<file path="config.mk">
export PLATFORM = sky130hd
export DESIGN_NAME = proportional_width_fit_unit
export DESIGN_NICKNAME = d
export VERILOG_FILES = /design/src/rtl/core/pwf_pkg.sv /design/src/rtl/core/pwf_ram.sv /design/src/rtl/core/proportional_width_fit_unit.sv
export SDC_FILE = /design/constraint.sdc
export NUM_CORES = 2
export LEC_CHECK = 0
export ABC_AREA = 1
export BUFFER_PORTS_ARGS = -buffer_cell sky130_fd_sc_hd__buf_2
export CAP_MARGIN = 20
export CORE_MARGIN = 10
export CORE_UTILIZATION = 50
export CTS_CLUSTER_DIAMETER = 150
export DETAILED_ROUTE_END_ITERATION = 6
export MAX_ROUTING_LAYER = met4
export PLACE_DENSITY_LB_ADDON = 0.15
export SYNTH_ARGS = -nofsm -noshare
export SYNTH_HDL_FRONTEND = slang
export SYNTH_SLANG_ARGS = --single-unit
</file>
<file path="constraint.sdc">
create_clock -name clk -period 7.84 [get_ports clk]
set_input_delay 0.784 -clock clk [delete_from_list [all_inputs] [get_ports clk]]
set_output_delay 0.784 -clock clk [all_outputs]
set_load 0.01 [all_outputs]
</file>
<file path="src/rtl/core/pwf_pkg.sv">
`default_nettype none
// ----------------------------------------------------------------------------
// pwf_pkg - shared types and control store for the proportional width fit
// Step codes, jump conditions, the control word layout and the microprogram.
// ----------------------------------------------------------------------------
package pwf_pkg;

    // Field widths
    localparam int DESIRED_W = 16;              // signed desired width
    localparam int FIT_W     = 15;              // clamped / granted width
    localparam int PROD_W    = 2 * FIT_W;       // width times remaining budget
    localparam int DIV_CNT_W = 4;               // counts FIT_W quotient bits

    // Defaults
    localparam int                      MAX_COLUMNS_DEF = 16;
    localparam logic signed [DESIRED_W-1:0] AVAIL_RESET = 16'sd584;

    // Microprogram step addresses
    typedef enum logic [3:0] {
        P_IDLE   = 4'd0,
        P_SETUP  = 4'd1,
        P_DREAD  = 4'd2,
        P_DLOAD  = 4'd3,
        P_DSTART = 4'd4,
        P_DITER  = 4'd5,
        P_DSTORE = 4'd6,
        P_SHORT  = 4'd7,
        P_EREAD  = 4'd8,
        P_EWAIT  = 4'd9,
        P_EOUT   = 4'd10,
        P_ENEXT  = 4'd11,
        P_EDONE  = 4'd12
    } step_t;

    // Jump conditions: jump to target when true, else fall through
    typedef enum logic [2:0] {
        C_NEVER    = 3'd0,
        C_ALWAYS   = 3'd1,
        C_NO_CLOSE = 3'd2,
        C_FITS     = 3'd3,
        C_DIV_BUSY = 3'd4,
        C_MORE     = 3'd5,
        C_OUT_BUSY = 3'd6
    } cond_t;

    typedef struct packed {
        logic  accept;      // take input words
        logic  setup;       // latch budget, base, rest, fit flag
        logic  rd;          // read both stores at the column index
        logic  mul;         // register width times rest
        logic  div_init;    // load divider
        logic  div_step;    // one restoring divide step
        logic  store;       // write granted width, add share to allocation
        logic  short_calc;  // compute shortfall
        logic  out_load;    // load the output word
        logic  col_inc;     // advance column index
        logic  done;        // clear the set
        cond_t cond;
        step_t target;
    } ctrl_word_t;

    localparam ctrl_word_t CW_NOP = '{
        accept: 1'b0, setup: 1'b0, rd: 1'b0, mul: 1'b0, div_init: 1'b0,
        div_step: 1'b0, store: 1'b0, short_calc: 1'b0, out_load: 1'b0,
        col_inc: 1'b0, done: 1'b0, cond: C_NEVER, target: P_IDLE
    };

    // Control store
    function automatic ctrl_word_t ucode(input step_t step);
        ctrl_word_t w;
        w = CW_NOP;
        case (step)
            P_IDLE:   begin w.accept = 1'b1; w.cond = C_NO_CLOSE; w.target = P_IDLE; end
            P_SETUP:  begin w.setup = 1'b1; w.cond = C_FITS; w.target = P_EREAD; end
            P_DREAD:  begin w.rd = 1'b1; end
            P_DLOAD:  begin w.mul = 1'b1; end
            P_DSTART: begin w.div_init = 1'b1; end
            P_DITER:  begin w.div_step = 1'b1; w.cond = C_DIV_BUSY; w.target = P_DITER; end
            P_DSTORE: begin
                w.store = 1'b1; w.col_inc = 1'b1; w.cond = C_MORE; w.target = P_DREAD;
            end
            P_SHORT:  begin w.short_calc = 1'b1; end
            P_EREAD:  begin w.rd = 1'b1; end
            P_EWAIT:  begin w.cond = C_OUT_BUSY; w.target = P_EWAIT; end
            P_EOUT:   begin w.out_load = 1'b1; end
            P_ENEXT:  begin w.col_inc = 1'b1; w.cond = C_MORE; w.target = P_EREAD; end
            P_EDONE:  begin w.done = 1'b1; w.cond = C_ALWAYS; w.target = P_IDLE; end
            default:  begin w.cond = C_ALWAYS; w.target = P_IDLE; end
        endcase
        return w;
    endfunction

endpackage
`default_nettype wire

</file>
<file path="src/rtl/core/pwf_ram.sv">
`default_nettype none
// ----------------------------------------------------------------------------
// pwf_ram - generic single write port RAM with registered read
// One write and one read address per cycle; read data held until next read.
// ----------------------------------------------------------------------------
module pwf_ram #(
    parameter int  WIDTH = 15,
    parameter int  DEPTH = 16,
    localparam int AW    = (DEPTH > 1) ? $clog2(DEPTH) : 1
) (
    input  wire logic             clk,
    input  wire logic             we,
    input  wire logic [AW-1:0]    waddr,
    input  wire logic [WIDTH-1:0] wdata,
    input  wire logic             re,
    input  wire logic [AW-1:0]    raddr,
    output logic      [WIDTH-1:0] rdata
);

    logic [WIDTH-1:0] mem [DEPTH];

    // Write port
    always_ff @(posedge clk)
    begin
        if (we)
        begin
            mem[waddr] <= wdata;
        end
    end

    // Registered read port
    always_ff @(posedge clk)
    begin
        if (re)
        begin
            rdata <= mem[raddr];
        end
    end

endmodule
`default_nettype wire

</file>
<file path="src/rtl/core/proportional_width_fit_unit.sv">
`default_nettype none
// ----------------------------------------------------------------------------
// proportional_width_fit_unit - fit a set of column widths into a budget
// Microcoded sequencer over a shared multiplier and restoring divider.
// ----------------------------------------------------------------------------
// Columns arrive one word per cycle while the unit is idle; a word with
// last_column set, or the word that fills MAX_COLUMNS slots, closes the set
// and the input stalls until every fitted width of that set has been handed
// to the output register. Negative widths count as zero and a budget below
// one counts as one. If the set fits, the wanted widths are streamed out
// as they are; otherwise each column costs a store read, a multiply, a
// divider load and 15 one-bit restoring steps, and the shortfall is then
// worked out before the results are streamed out in order. The last result
// word may still wait in the output register while the next set is loaded.
// ----------------------------------------------------------------------------
module proportional_width_fit_unit
    import pwf_pkg::*;
#(
    parameter int MAX_COLUMNS = MAX_COLUMNS_DEF
) (
    input  wire logic                        clk,
    input  wire logic                        rst_n,
    // configuration
    input  wire logic                        cfg_valid,
    output logic                             cfg_ready,
    input  wire logic signed [DESIRED_W-1:0] width_budget,
    // input words
    input  wire logic                        in_valid,
    output logic                             in_stall,
    input  wire logic signed [DESIRED_W-1:0] desired_width,
    input  wire logic                        last_column,
    // output words
    output logic                             out_valid,
    input  wire logic                        out_stall,
    output logic             [FIT_W-1:0]     fitted_width,
    output logic                             last_result
);

    localparam int AW = (MAX_COLUMNS > 1) ? $clog2(MAX_COLUMNS) : 1;
    localparam int NW = AW + 1;
    localparam int TW = FIT_W + $clog2(MAX_COLUMNS);
    localparam logic [AW-1:0] LAST_SLOT = AW'(MAX_COLUMNS - 1);

    // Sequencer and control word
    step_t      step_reg, step_next;
    ctrl_word_t cw;
    logic       jump;

    // Datapath registers
    logic signed [DESIRED_W-1:0] avail_reg, avail_next;
    logic [AW-1:0]     count_reg, count_next;
    logic [AW-1:0]     last_idx_reg, last_idx_next;
    logic [TW-1:0]     total_reg, total_next;
    logic [AW-1:0]     col_reg, col_next;
    logic [FIT_W-1:0]  budget_reg, budget_next;
    logic [FIT_W-1:0]  rest_reg, rest_next;
    logic              base_reg, base_next;
    logic              fits_reg, fits_next;
    logic [FIT_W-1:0]  alloc_reg, alloc_next;
    logic [FIT_W-1:0]  short_reg, short_next;
    logic [PROD_W-1:0] prod_reg, prod_next;
    logic [TW-1:0]     rem_reg, rem_next;
    logic [FIT_W-1:0]  quo_reg, quo_next;
    logic [DIV_CNT_W-1:0] dcnt_reg, dcnt_next;
    logic              out_valid_reg, out_valid_next;
    logic [FIT_W-1:0]  fitted_reg, fitted_next;
    logic              last_reg, last_next;

    // Combinational helpers
    logic              accept;
    logic              closing;
    logic [FIT_W-1:0]  clamped;
    logic [FIT_W-1:0]  wanted_rd;
    logic [FIT_W-1:0]  granted_rd;
    logic [FIT_W-1:0]  budget_now;
    logic [NW-1:0]     n_cols;
    logic              base_now;
    logic [TW:0]       trial;
    logic              trial_ge;
    logic              bump;

    assign cw        = ucode(step_reg);
    assign cfg_ready = 1'b1;
    assign in_stall  = !cw.accept;
    assign accept    = in_valid && cw.accept;
    assign closing   = last_column || (count_reg == LAST_SLOT);
    assign clamped   = desired_width[DESIRED_W-1] ? '0 : desired_width[FIT_W-1:0];

    assign out_valid    = out_valid_reg;
    assign fitted_width = fitted_reg;
    assign last_result  = last_reg;

    // Column stores
    pwf_ram #(.WIDTH(FIT_W), .DEPTH(MAX_COLUMNS)) u_wanted_ram (
        .clk   (clk),
        .we    (accept),
        .waddr (count_reg),
        .wdata (clamped),
        .re    (cw.rd),
        .raddr (col_reg),
        .rdata (wanted_rd)
    );

    pwf_ram #(.WIDTH(FIT_W), .DEPTH(MAX_COLUMNS)) u_granted_ram (
        .clk   (clk),
        .we    (cw.store),
        .waddr (col_reg),
        .wdata (quo_reg + FIT_W'(base_reg)),
        .re    (cw.rd),
        .raddr (col_reg),
        .rdata (granted_rd)
    );

    // Jump condition and next step
    always_comb
    begin
        case (cw.cond)
            C_NEVER:    jump = 1'b0;
            C_ALWAYS:   jump = 1'b1;
            C_NO_CLOSE: jump = !(accept && closing);
            C_FITS:     jump = fits_next;
            C_DIV_BUSY: jump = (dcnt_reg != DIV_CNT_W'(1));
            C_MORE:     jump = (col_reg != last_idx_reg);
            C_OUT_BUSY: jump = out_valid_reg && out_stall;
            default:    jump = 1'b1;
        endcase
    end

    always_comb
    begin
        if (jump)
        begin
            step_next = cw.target;
        end
        else
        begin
            step_next = step_t'(step_reg + 4'd1);
        end
    end

    // Budget terms for setup
    assign budget_now = (avail_reg < 1) ? FIT_W'(1) : avail_reg[FIT_W-1:0];
    assign n_cols     = NW'(last_idx_reg) + NW'(1);
    assign base_now   = (budget_now >= FIT_W'(n_cols));

    // One restoring divide step
    assign trial    = {rem_reg, quo_reg[FIT_W-1]};
    assign trial_ge = (trial >= {1'b0, total_reg});

    // Round-robin shortfall: the first columns each take one extra unit
    assign bump = (FIT_W'(col_reg) < short_reg);

    // Datapath next values
    always_comb
    begin
        avail_next     = avail_reg;
        count_next     = count_reg;
        last_idx_next  = last_idx_reg;
        total_next     = total_reg;
        col_next       = col_reg;
        budget_next    = budget_reg;
        rest_next      = rest_reg;
        base_next      = base_reg;
        fits_next      = fits_reg;
        alloc_next     = alloc_reg;
        short_next     = short_reg;
        prod_next      = prod_reg;
        rem_next       = rem_reg;
        quo_next       = quo_reg;
        dcnt_next      = dcnt_reg;
        out_valid_next = out_valid_reg;
        fitted_next    = fitted_reg;
        last_next      = last_reg;

        // budget register write
        if (cfg_valid)
        begin
            avail_next = width_budget;
        end

        // collect a column
        if (accept)
        begin
            total_next = total_reg + TW'(clamped);
            if (closing)
            begin
                last_idx_next = count_reg;
            end
            else
            begin
                count_next = count_reg + AW'(1);
            end
        end

        // latch budget terms for the closed set
        if (cw.setup)
        begin
            budget_next = budget_now;
            fits_next   = ({{(TW-FIT_W){1'b0}}, budget_now} >= total_reg);
            base_next   = base_now;
            rest_next   = base_now ? (budget_now - FIT_W'(n_cols)) : budget_now;
            alloc_next  = base_now ? FIT_W'(n_cols) : '0;
            short_next  = '0;
            col_next    = '0;
        end

        // multiply wanted width by the rest of the budget
        if (cw.mul)
        begin
            prod_next = PROD_W'(wanted_rd) * PROD_W'(rest_reg);
        end

        // load the divider: high half as remainder, low half shifted in
        if (cw.div_init)
        begin
            rem_next  = TW'(prod_reg[PROD_W-1:FIT_W]);
            quo_next  = prod_reg[FIT_W-1:0];
            dcnt_next = DIV_CNT_W'(FIT_W);
        end

        if (cw.div_step)
        begin
            rem_next  = trial_ge ? TW'(trial - {1'b0, total_reg}) : trial[TW-1:0];
            quo_next  = {quo_reg[FIT_W-2:0], trial_ge};
            dcnt_next = dcnt_reg - DIV_CNT_W'(1);
        end

        // account the share just written
        if (cw.store)
        begin
            alloc_next = alloc_reg + quo_reg;
        end

        if (cw.short_calc)
        begin
            short_next = budget_reg - alloc_reg;
            col_next   = '0;
        end

        if (cw.col_inc)
        begin
            col_next = col_reg + AW'(1);
        end

        // drop the output word once taken, load a new one
        if (out_valid_reg && !out_stall)
        begin
            out_valid_next = 1'b0;
        end
        if (cw.out_load)
        begin
            out_valid_next = 1'b1;
            fitted_next    = fits_reg ? wanted_rd : (granted_rd + FIT_W'(bump));
            last_next      = (col_reg == last_idx_reg);
        end

        // clear the set
        if (cw.done)
        begin
            count_next = '0;
            total_next = '0;
        end
    end

    // Control registers
    always_ff @(posedge clk or negedge rst_n)
    begin
        if (!rst_n)
        begin
            step_reg      <= P_IDLE;
            avail_reg     <= AVAIL_RESET;
            count_reg     <= '0;
            total_reg     <= '0;
            out_valid_reg <= 1'b0;
            dcnt_reg      <= '0;
            col_reg       <= '0;
        end
        else
        begin
            step_reg      <= step_next;
            avail_reg     <= avail_next;
            count_reg     <= count_next;
            total_reg     <= total_next;
            out_valid_reg <= out_valid_next;
            dcnt_reg      <= dcnt_next;
            col_reg       <= col_next;
        end
    end

    // Payload registers
    always_ff @(posedge clk)
    begin
        last_idx_reg <= last_idx_next;
        budget_reg   <= budget_next;
        rest_reg     <= rest_next;
        base_reg     <= base_next;
        fits_reg     <= fits_next;
        alloc_reg    <= alloc_next;
        short_reg    <= short_next;
        prod_reg     <= prod_next;
        rem_reg      <= rem_next;
        quo_reg      <= quo_next;
        fitted_reg   <= fitted_next;
        last_reg     <= last_next;
    end

endmodule
`default_nettype wire

</file>
**Yosys cells after proc, flatten, opt, wreduce, memory -nomap -nowiden**

Memory sizes are Yosys's and may differ from the RTL's. A register that Yosys moved wholly into a read port is not among the register bits.
Cells that the tools add are included.

- Add/sub/neg operators: 12
- Multiply operators: 1
- Order comparisons: 5
- Eq/ne operators: 22
- Multiplexer cells: 45
- Reductions and logical operators: 21

Operator list:

| operator | count |
|---|---|
| $mux 15 | 10 |
| $mux 19 | 5 |
| $pmux 7 s7 | 1 |
| $mux 4 | 9 |
| $add 15x1->15 | 2 |
| $mul 15x15->30 | 1 |
| $eq 4x4->1 const B | 6 |
| $ge 20x19->1 | 1 |
| $add 19x15->19 | 1 |
| $ge 15x19->1 | 1 |
| $sub 19x19->19 | 1 |
| $mux 1 | 18 |
| $eq 4x3->1 const B | 4 |
| $lt 16x2->1 const B | 1 |
| $add 15x15->15 | 1 |
| $ge 15x5->1 | 1 |
| $lt 4x15->1 | 1 |
| $sub 15x15->15 | 1 |
| $sub 15x5->15 | 1 |
| $add 4x1->4 const B | 3 |
| $reduce_bool 2->1 | 5 |
| $eq 3x3->1 const B | 3 |
| $eq 4x2->1 const B | 2 |
| $eq 3x2->1 const B | 2 |
| other kinds (18) | 25 |

- Flip-flop bits (word level): 198
- RAM bits: 480
- Bits of input ports: 38
- Output and inout port bits: 19
- Memories kept: 2

Memories:

| name | depth | bits a word | read ports | clocked after Yosys merged registers in | wr ports | line | source |
|---|---|---|---|---|---|---|---|
| u_granted_ram.mem | 16 | 15 | 1 | 1 | 1 | pwf_ram.sv:20 | `logic [WIDTH-1:0] mem [DEPTH];` |
| u_wanted_ram.mem | 16 | 15 | 1 | 1 | 1 | pwf_ram.sv:20 |  |

**Longest topological paths before layout**

- Depth in word-level cells: 7
- Mapped depth: 26
- Depth with buffers taken out: 24

**Cells and area by module**

Synthesis repeated with hierarchy kept, for this count alone.

- Cells, all modules: 4684
- Area total of the unflattened synthesis: 42324.3 um2

By module, submodules not included:

| module | instances | cells an instance | area an instance (um2) |
|---|---|---|---|
| pwf_ram | 2 | 1009 | 10761.6 |
| proportional_width_fit_unit | 1 | 2666 | 20801.2 |

**Worst setup path after synthesis**

OpenSTA, ideal clock, no wires.

- Kind: flip-flop to flip-flop
- Start: register u_wanted_ram.rdata[7] (read register of u_wanted_ram.mem)
- End: register prod_reg[21] (data pin)
- Setup time: 0.262 ns
- Data arrival time: 5.295 ns
- Required time: 7.578 ns
- Setup slack: 2.283 ns
- Cell stages (with the launch flop): 25
- Period minus slack after synthesis: 5.557 ns
- Path through: edfxtp_1 clkbuf_1 clkbuf_1 nand2_1 inv_1 fa_1 inv_1 fa_1 inv_1 fa_1 inv_1 fa_1 inv_1 fa_1 inv_1 fa_1 inv_1 ha_1 a21oi_1 nor2_1 nor2_1 o21ai_0 a21oi_1 o21bai_1 xor2_1

- Cells in the longest elaborated chain, start to end: 1

RTL lines:

| element | line | source |
|---|---|---|
| start, declared | pwf_ram.sv:17 | `output logic [WIDTH-1:0] rdata` |
| $mul 15x15->30 | proportional_width_fit_unit.sv:210 | `prod_next = PROD_W'(wanted_rd) * PROD_W'(rest_reg);` |
| end signal, assigned | proportional_width_fit_unit.sv:300 | `prod_reg <= prod_next;` |
| end, declared | proportional_width_fit_unit.sv:61 | `logic [PROD_W-1:0] prod_reg, prod_next;` |

Every way passes these cells.
A chain may end at the register's enable or synchronous reset.

**Worst setup path after layout**

- Start: register u_wanted_ram.rdata[7] (read register of u_wanted_ram.mem)
- End: register prod_reg[24] (data pin)

The elaborated chain is that of the path after synthesis.

==> results by group <==
Yosys
  – Synth warn: 0
  – Syn Nets: around 4,500
  – Seq cells post-synth: just over 700
  – Cells after synthesis: ~4,000
  – Async SR Flop Fraction: 7.34%
  – Main synth FF type: edfxtp_1
  – Synth cell types: between 50 and 60
  – Seq/Total Area, Yosys: 52.1%
  – Mapped Area: 40,300 sq um
  – Number of flops mapped to enable cells by yosys: 655
  – Mean Syn Cell Area: 9.85 sq um

STA
  – Unrepaired setup endpoints after global routing: false
  – Worst slew pin tran: about 1.1 ns
  – Final Max Slew Viols: 0
  – Rel. slew slack: a little over a quarter
  – Max Clock Freq: 167 MHz
  – Total negative slack: 0 ns
  – Period minus WS final: 5.98 ns
  – Fin. Hold Viols: 0
  – Endpoints failing setup: 0
  – Post-Route Skew: 0.0519 ns
  – Final period util: 76.3%

Global routing
  – First-pass GRT wire length: 168 mm
  – Antenna violations before repair: 6
  – GR Util All Layers: about a quarter
  – GR Overflow Total: 0
  – Vias in the first global route: 28,622
  – Largest net degree at the start of global routing: 90

Layout
  – Most frequent cells in the layout: nand2_1 (818), edfxtp_1 (655), inv_1 (577), nor2_1 (402), o21ai_0 (368)
  – Layout cells sized above 1: 7.39%
  – Nets: between 4,000 and 5,000
  – Commonest non-fill, non-tap cell in the layout: nand2_1
  – Synth-to-Final Area Change: 11.2%
  – Fillers: 7,077

Detailed routing
  – DR WL/cell: a little over 20 um
  – Post-detailed-route count of antenna-violating nets: 0
  – Vias: 29,120
  – TritonRoute pass-1 iters: 6
  – DR iter-0 viols: 2,628
  – Routed wire length: 109 mm
  – Detail-routed via count per cell: 5.52
  – Post-route DRC: 0

Worst setup path
  – CP Max Fanout: 16
  – Worst path most repeated cell: inv_1
  – Reg-to-reg setup timing slack: between 1.5 and 2 ns
  – Crit path DAT: 6.35 ns
  – Kind of launch point of the worst setup path: register
  – Slowest cell on crit path: edfxtp_1
  – CP required: 8.22 ns
  – Worst-path cell chain: nand2_1 > inv_1 > fa_1 > inv_1 > fa_1 > inv_1 > fa_1 > inv_1 > fa_1 > inv_1 > fa_1 > inv_1 > fa_1 > inv_1 > ha_1 > nand4_1 > o21bai_1 > nand2_1 > nand2_1 > nand2_1 > nand3_1 > nand2_1
  – Critical Path End Type: register
  – Kind of critical path: reg2reg
  – Largest stage delay on the critical path: 0.68 ns
  – Worst r2r src: u_wanted_ram.rdata[7]
  – Worst Setup SP: u_wanted_ram.rdata[7]

Worst hold path
  – Hold Path Class: in2async

Clocking
  – Sink Count: roughly 710
  – Clk slew on worst S/H paths: 0.06 ns
  – Root Buffer Master: clkbuf_16
  – H-tree depth: 3
  – TritonCTS clock tree: yes
  – # hold bufs at CTS: 0
  – CTS max path bufs: 3
  – Setup Fix Bufs, Post-CTS: 0
  – TritonCTS Buffers: 80
  – Clock Latency Late Sink: 0.67 ns
  – Post-CTS Resized: 0

Run
  – Max-Cap Viols: 0

Placement
  – Post-DP HPWL: between 70 and 80 mm
  – Input/output buffers: 55
  – Placer Congestion: 0.943

Die
  – Initial Util: 50.2%
  – DIE HEIGHT: slightly above 300 um
  – Die Width: 304 um
  – Die area: 92,400 sq um
  – Core Region: around 80,000 sq um
  – I/O pin cnt: 57
  – Core Rows: 104

Status
  – Outcome: completed
==> critical path: cells and delay by family (launching register included) <==
family          cells  cell delay (ns)
fa+ha+maj           7             3.48
simple gates        7             0.72
compound gates      1             0.43
buf+inv             7             0.41
flops               1             0.68
==> worst paths after layout <==
check                                      to  depth (start not counted)
worst min-delay path             avail_reg[7]                          2
max in group asynchronous          col_reg[1]                          2
worst max-delay path             prod_reg[24]                         22
worst min register to register    dcnt_reg[3]                          1
worst max register to register   prod_reg[24]                         22
min in group clk                avail_reg[14]                          3
==> cell type report <==
| class | count | area (sq um) | share of cell area (%) |
|---|---|---|---|
| inverters | 582 | 2190 | 4.89 |
| diodes | 6 | 15.0 | 0.0335 |
| clock inverters | 48 | 613 | 1.37 |
| clock buffers | 99 | 2100 | 4.69 |
| repair buffers | 135 | 986 | 2.20 |
| well taps | 1060 | 1330 | 2.96 |
| multi-input cells | 2639 | 16600 | 37.0 |
| flip-flops and latches | 708 | 21000 | 46.8 |
==> cells by family after synthesis <==
group / count (synthesis) / share of synthesized area [%]
AOI/OAI and AO/OA: 705 / 9.51
xor gates and xnor gates: 72 / 1.56
buffers and inverters: 747 / 7.02
and+or+nand+nor: 1490 / 15.1
adders and majority gates: 370 / 14.7
DFF: 708 / 52.1
muxes: 1 / 0.0279
other: 1 / 0.00930
==> per-layer routing <==
layer	part of all wire [%]	GRT usage, %	wire [um]	up-vias
met4	2.8	7.00	3100	0
met2	46	37.0	50000	930
met1	44	32.2	47800	14166
li1	-	-	-	13829
met3	7.2	4.08	7840	195
met5	0	-	0	-
==> cells in the mapped netlist, types with 2 or more instances <==
| cell type | instances | area share (%) |
|---|---|---|
| buf_2 | 8 | 0.099 |
| a31oi_1 | 6 | 0.093 |
| clkinv_1 | 2 | 0.019 |
| a21boi_0 | 3 | 0.056 |
| o21bai_1 | 5 | 0.093 |
| o2111ai_1 | 3 | 0.065 |
| nor3_1 | 29 | 0.36 |
| xor2_1 | 46 | 1.0 |
| edfxtp_1 | 655 | 49 |
| nor4_1 | 12 | 0.19 |
| o22ai_1 | 130 | 2.0 |
| nand3_1 | 97 | 1.2 |
| or2_2 | 3 | 0.047 |
| nand2_2 | 2 | 0.031 |
| nor2_2 | 2 | 0.031 |
| clkbuf_1 | 145 | 1.3 |
| ha_1 | 198 | 6.1 |
| nor2_4 | 3 | 0.084 |
| o21ai_0 | 368 | 4.6 |
| a22o_1 | 2 | 0.043 |
| and2_1 | 2 | 0.031 |
| nand4_2 | 2 | 0.062 |
| nand2_4 | 2 | 0.056 |
| o211ai_1 | 5 | 0.093 |
| nor2_1 | 433 | 4.0 |
| dfstp_2 | 3 | 0.20 |
| fa_1 | 172 | 8.5 |
| o21ai_1 | 5 | 0.062 |
| a21oi_1 | 146 | 1.8 |
| buf_1 | 9 | 0.084 |
| xnor2_1 | 26 | 0.56 |
| nand3b_1 | 10 | 0.19 |
| nand2_1 | 818 | 7.6 |
| dfrtp_1 | 49 | 3.0 |
| buf_4 | 2 | 0.037 |
| o31ai_1 | 7 | 0.13 |
| a21o_1 | 9 | 0.17 |
| inv_1 | 578 | 5.4 |
| nand4_1 | 70 | 1.1 |
| o21a_1 | 11 | 0.20 |
==> through the flow <==
step / util, % / cells / area [sq um] / setup slack, ns / hold slack (ns)
floorplan: - / 4094 / 40300 / 2.28 / 0.445
CTS: 55.7 / 5258 / 44700 / 1.90 / 0.269
finish: 55.9 / 5277 / 44900 / 1.86 / 0.287
global route: 55.9 / 5273 / 44800 / 1.47 / 0.315
detailed placement: 52.3 / 5111 / 42000 / 1.92 / 0.477
global placement: 52.1 / 5101 / 41800 / 1.93 / 0.458
Power is not shown: default switching activity piles up to over one toggle a cycle in this logic, so the estimate is an artifact.
